**src/scsa_pkg.sv**
```systemverilog
// Shared types, codes and constants of the size-class slab allocator.
// Has no dependencies; the controller, datapath and top refer to it by scoped names.
`timescale 1ns / 1ps
package scsa_pkg;

  localparam int HEAP_W     = 29;
  localparam int FIELD_W    = 32;
  localparam int CFG_IDX_W  = 2;
  localparam int CFG_DATA_W = 32;
  localparam int STATUS_W   = 2;
  localparam int CLASS_W    = 4;
  localparam int BELL_W     = 14;
  localparam int WORD_BITS  = 32;
  localparam int FRAC_BITS  = 16;

  localparam logic [STATUS_W-1:0] ST_OK        = 2'd0;
  localparam logic [STATUS_W-1:0] ST_TOO_LARGE = 2'd1;
  localparam logic [STATUS_W-1:0] ST_FULL      = 2'd2;
  localparam logic [STATUS_W-1:0] ST_NOT_FOUND = 2'd3;

  localparam logic [CFG_IDX_W-1:0] CFG_HEAP_SIZE = 2'd0;
  localparam logic [CFG_IDX_W-1:0] CFG_DATA_BASE = 2'd1;

  // Bell curve share of the heap per class, Q0.16, symmetric.
  function automatic logic [BELL_W-1:0] bell_q16(input logic [3:0] idx);
    logic [2:0] k;
    logic [BELL_W-1:0] v;
    k = idx[3] ? ~idx[2:0] : idx[2:0];
    unique case (k)
      3'd0: v = 14'd124;
      3'd1: v = 14'd367;
      3'd2: v = 14'd956;
      3'd3: v = 14'd2097;
      3'd4: v = 14'd3951;
      3'd5: v = 14'd6343;
      3'd6: v = 14'd8696;
      3'd7: v = 14'd10184;
      default: v = '0;
    endcase
    return v;
  endfunction

  typedef struct packed {
    logic                init;
    logic                clr_step;
    logic                capture;
    logic                scan_step;
    logic                fsrch_step;
    logic                fread;
    logic                alloc_set;
    logic                fclear;
    logic                load;
    logic [STATUS_W-1:0] res;
  } cmd_t;

  typedef struct packed {
    logic build_done;
    logic req_free;
    logic too_large;
    logic cnt_zero;
    logic hit;
    logic scan_end;
    logic fmatch;
    logic flast;
    logic out_busy;
    logic cfg_hit;
  } sts_t;

endpackage

```
**src/scsa_ctrl.sv**
```systemverilog
// Controller state machine of the slab allocator.
// Depends on scsa_pkg for the command and status structs and result codes.
`timescale 1ns / 1ps
module scsa_ctrl (
  input  logic              clk_i,
  input  logic              rst_ni,
  input  logic              in_valid_i,
  output logic              in_ready_o,
  input  scsa_pkg::sts_t    sts_i,
  output scsa_pkg::cmd_t    cmd_o
);
  localparam logic [2:0] S_INIT  = 3'd0;
  localparam logic [2:0] S_CLEAR = 3'd1;
  localparam logic [2:0] S_IDLE  = 3'd2;
  localparam logic [2:0] S_DEC   = 3'd3;
  localparam logic [2:0] S_SCAN  = 3'd4;
  localparam logic [2:0] S_FSRCH = 3'd5;
  localparam logic [2:0] S_FWR   = 3'd6;

  logic [2:0] state_q, state_d;

  always_comb begin
    state_d    = state_q;
    cmd_o      = '0;
    cmd_o.res  = scsa_pkg::ST_OK;
    in_ready_o = 1'b0;
    unique case (state_q)
      S_INIT: begin
        cmd_o.init = 1'b1;
        state_d    = S_CLEAR;
      end
      S_CLEAR: begin
        cmd_o.clr_step = 1'b1;
        if (sts_i.build_done) begin
          state_d = S_IDLE;
        end
      end
      S_IDLE: begin
        in_ready_o = 1'b1;
        if (in_valid_i) begin
          cmd_o.capture = 1'b1;
          state_d       = S_DEC;
        end
      end
      S_DEC: begin
        // Wait for the output register to drain before producing a result.
        if (!sts_i.out_busy) begin
          priority if (sts_i.req_free) begin
            state_d = S_FSRCH;
          end else if (sts_i.too_large) begin
            cmd_o.load = 1'b1;
            cmd_o.res  = scsa_pkg::ST_TOO_LARGE;
            state_d    = S_IDLE;
          end else if (sts_i.cnt_zero) begin
            cmd_o.load = 1'b1;
            cmd_o.res  = scsa_pkg::ST_FULL;
            state_d    = S_IDLE;
          end else begin
            state_d = S_SCAN;
          end
        end
      end
      S_SCAN: begin
        cmd_o.scan_step = 1'b1;
        priority if (sts_i.hit) begin
          cmd_o.alloc_set = 1'b1;
          cmd_o.load      = 1'b1;
          state_d         = S_IDLE;
        end else if (sts_i.scan_end) begin
          cmd_o.load = 1'b1;
          cmd_o.res  = scsa_pkg::ST_FULL;
          state_d    = S_IDLE;
        end
      end
      S_FSRCH: begin
        priority if (sts_i.fmatch) begin
          cmd_o.fread = 1'b1;
          state_d     = S_FWR;
        end else if (sts_i.flast) begin
          cmd_o.load = 1'b1;
          cmd_o.res  = scsa_pkg::ST_NOT_FOUND;
          state_d    = S_IDLE;
        end else begin
          cmd_o.fsrch_step = 1'b1;
        end
      end
      S_FWR: begin
        cmd_o.fclear = 1'b1;
        cmd_o.load   = 1'b1;
        state_d      = S_IDLE;
      end
      default: begin
        state_d = S_INIT;
      end
    endcase
    // A write to the heap-size or data-base register rebuilds the tables and clears the bitmap.
    if (sts_i.cfg_hit) begin
      state_d = S_INIT;
    end
  end

  always_ff @(posedge clk_i or negedge rst_ni) begin
    if (!rst_ni) begin
      state_q <= S_INIT;
    end else begin
      state_q <= state_d;
    end
  end
endmodule

```
**config.mk**
```make
export PLATFORM = sky130hd
export DESIGN_NAME = scsa_ctrl
export DESIGN_NICKNAME = d
export VERILOG_FILES = /design/src/scsa_pkg.sv /design/src/scsa_ctrl.sv
export SDC_FILE = /design/constraint.sdc
export NUM_CORES = 1
export LEC_CHECK = 0
export BUFFER_PORTS_ARGS = -buffer_cell sky130_fd_sc_hd__buf_2
export CAP_MARGIN = 15
export CORE_AREA = 5 5 42 44
export DETAILED_ROUTE_END_ITERATION = 6
export DIE_AREA = 0 0 47 49
export PLACE_DENSITY = 0.58
export SYNTH_ARGS = -nofsm -noshare
export SYNTH_HDL_FRONTEND = slang
export SYNTH_SLANG_ARGS = --single-unit
```
**constraint.sdc**
```tcl
create_clock -name clk_i -period 2.2 [get_ports clk_i]
set_input_delay 0.55 -clock clk_i [delete_from_list [all_inputs] [get_ports clk_i]]
set_output_delay 0.55 -clock clk_i [all_outputs]
set_load 0.01 [all_outputs]
```
# ---- Yosys cells after proc, flatten, opt, wreduce, memory -nomap -nowiden
# Index checks and enable logic that the tools add are counted.
dict set report word_totals {
  regBits 3
  input_bits 13
  output_inout_bits 12
  word_cells 50
}
dict set report classes {
  n_eq_ne 11
  n_mux 36
  reduce_logical 2
}
# operator n
set op_table {}
lappend op_table {{two-way mux 3 bit} 18}
lappend op_table {{one-hot mux 3 bit (7 select lines)} 1}
lappend op_table {{two-way mux 1 bit} 13}
lappend op_table {{equality test 3 bit, second input constant} 3}
lappend op_table {{!= test 3 bit, second input constant} 3}
lappend op_table {{!= test 4 bit, second input constant} 2}
lappend op_table {{equality test 3 x 2 -> 1 bit, second input constant} 2}
lappend op_table {{one-hot mux 2 bit (3 select lines)} 1}
lappend op_table {{AND reduction 5 bit} 1}
lappend op_table {{two-way mux 2 bit} 2}
lappend op_table {{one-hot mux 1 bit (4 select lines)} 1}
lappend op_table {{equality test 3 x 1 -> 1 bit, second input constant} 1}
lappend op_table {{logical NOT 3 bit} 1}

# ---- Logic depth before layout (Yosys ltp)
dict set report logic_depth {
  word_depth 6
  ltp_mapped 5
  depth_no_buf 4
}

# ---- Worst setup path after synthesis
# OpenSTA, ideal clock, no wires.
dict set report synth_timing {
  path_type {register to output}
  start {register state_q[2]}
  end {output cmd_o[1] in the netlist's numbering}
  arrival_time_ns 1.357
  t_required_ns 1.650
  setup_slack_ns 0.293
  stages_incl_launch_ff 5
  path_buffers 1
  cell_sequence {dfrtp_1 > buf_6 > nand3b_1 > or3_1 > o311ai_1}
}
# item line_no
set synth_rtl {}
lappend synth_rtl {{start, declared} scsa_ctrl.sv:20} ;# logic [2:0] state_q, state_d;
lappend synth_rtl {{start signal, assigned} scsa_ctrl.sv:106} ;# state_q <= state_d;
lappend synth_rtl {{end, declared} scsa_ctrl.sv:10} ;# output scsa_pkg::cmd_t cmd_o

==> results.toml <==
[status]
status = "finished, final reports clean"

[floorplan]
io-pin-count = 25
die_h_um = 49
core_area_sq_um = 1400
die_area_sq_um = 2300
placementRows = 14
fp.dieW_um = 47
start_util_pct = 29.0

[yosys]
synth-edff-count = 0
synth_seq_area_share_pct = 18.5
syn_area_per_cell_sq_um = 7.97
synth_cell_types = 29
synth_nets = 64
synth-main-ff-cell = "dfrtp_1"
ys_top_cells_by_count = "nor2_1, inv_1, nand2b_1, dfrtp_1"
synth_top_area_share_pct = 18.5
netlist_area_sq_um = 407
async_reset_ff_share_pct = 100
ys_warn_count = 0
postSynthCellCount = 51
synthTopCellsByArea = "dfrtp_1, nor2_1, o32ai_4"
ys_ff_latch = 3
synthMostInstantiatedCell = "nor2_1"
yosys.area.top_type = "dfrtp_1"

[sta]
tightestPinTransition_ns = 0.311
drv_slew = 0
rsz0062_at_grt = "no"
finalSetupViolCount = 0
tns_ns = 0
post-route-min-period_ns = 2.12
slew_headroom_pct = 79.0
setup_ws_ns = 0.0816
max_freq_mhz = 472
hold_violations = 0
fin_crit_sh_pct = 96.3
finalClockSkew_ns = 0.00240

[grt]
grt_max_degree = 11
grt_pass1_vias = 445
grt-ovfl-total = 0
grt_use_total_pct = 10.1
antenna_found_initial = 0
grt_pass1_wl_mm = 1.77

[placement]
pre_cts_ws_ns = 0.175
gp_congestion = 0.756
portBuffers = 24
dp_hpwl_um = 911
placedInstanceArea_sq_um = 542

[critical_path]
critPathLaunch = "state_q[2]"
worst-path-max-fanout = 3
r2r_start = "state_q[1]"
start_kind = "flip-flop"
arrival_ns = 1.57
required_ns = 1.65
path_class = "reg2out"
end_kind = "output port"

[layout]
final_nets = 93
fin_util_pct = 40.6
largest_register_ffs = 3
fin_area_sq_um = 569
diodes = 0
syn_to_final_growth_pct = 40.0
regMostFlops = "state_q"
drive_gt1_share_pct = 44.3
top_regs = "state_q (3)"

[worst_hold_path]
min_path_type = "in2async"

[cts]
numClockSinks = 3
ctsHoldBuffers = 0
cts_resized = 0
htree_levels = 1
cts-root-buf = "clkbuf_4"
cts_tree = "yes"
cts_setup_buffers = 0
clk_latency_ns = 0.23
cts_made_buffers = 3
cts_buffer_depth = 2
clk_pin_slew_ns = 0.04

[detailed_routing]
first_pass_iters = 4
antenna_left = 0
drt-wirelength-per-cell_um = 11.5
drc_errors = 0
drt_iter0_drc = 4
via_per_inst = 4.75
wirelength_mm = 1.09
vias = 451

[pwr]
power_leakage_nw = 0.306
power.total_w = 0.000521
power_density_nw_per_um2 = 916
vdd_drop_max_v = 0.000373

[job]
cap_violations = 0
-- area by class of cell --
type / instances / area, sq um
clock buffer: 4 / 26.3
timing repair buffer: 27 / 143
fill: 172 / 832
tap: 16 / 20.0
inverter: 4 / 15.0
multi-input combinational: 41 / 289
sequential: 3 / 76.3
-- per-stage QoR --
stage / instances / hold WS (ns)
3_3_place_gp: 91 / 0.345
3_5_place_dp: 91 / 0.345
2_1_floorplan: 51 / 0.254
4_1_cts: 95 / 0.0992
6_report: 95 / 0.101
5_1_grt: 95 / 0.101
-- layer usage --
metal | vias to the layer above | GRT usage, % | routed length, um
met2 | 20 | 15.8 | 509
met4 | 0 | 4.15 | 6
met1 | 193 | 13.2 | 475
met5 | - | 0 | 0
met3 | 2 | 1.48 | 97
li1 | 236 | - | -
-- path summary, 6_finish.rpt --
kind / end / slack, ns / depth (start not counted)
worst min register to register: state_q[0] / 0.72 / 3
worst max-delay path: cmd_o[1] / 0.08 / 4
worst max register to register: state_q[1] / 0.65 / 5
min in group clk_i: state_q[2] / 0.61 / 2
worst min-delay path: state_q[1] / 0.10 / 1
max in group asynchronous: state_q[0] / 1.98 / 1
-- power by group --
group | leakage [nW] | switching, W | internal [W]
registers | 0.0385 | 0.0000292 | 0.0000768
clock network | 0.0150 | 0.0000291 | 0.0000680
logic | 0.252 | 0.000166 | 0.000152
total | 0.306 | 0.000224 | 0.000297
-- critical path, stage by stage (launching register included) --
cell,delay [ns]
dfrtp_1,0.37
nand3b_1,0.18
or3_1,0.36
o311ai_1,0.24
buf_2,0.18
-- cell families (layout without fill, tap and decap cells) --
logic type      after synthesis  after routing  share of synthesized area (%)
compound gates               11             11                           28.0
buf+inv                       7             35                           10.5
flops                         3              3                           18.5
mux                           1              1                           2.46
simple gates                 29             29                           40.6
-- cell usage in the layout, fill, tap and decap left out, drive strengths merged --
cell	count
nand2	2
or3	2
nor3	2
nand2b	4
nand4bb	1
a21oi	1
or2	2
buf	27
nand3b	2
o21ai	1
o21ba	1
o221ai	1
o311ai	2
and2	2
nand3	1
o221a	1
o32ai	1
clkbuf	4
o22ai	1
o21bai	1
nor2b	2
nor2	9
dfrtp	3
mux2i	1
inv	4
a211o	1
No activity file was read; power rests on OpenSTA's default activity.
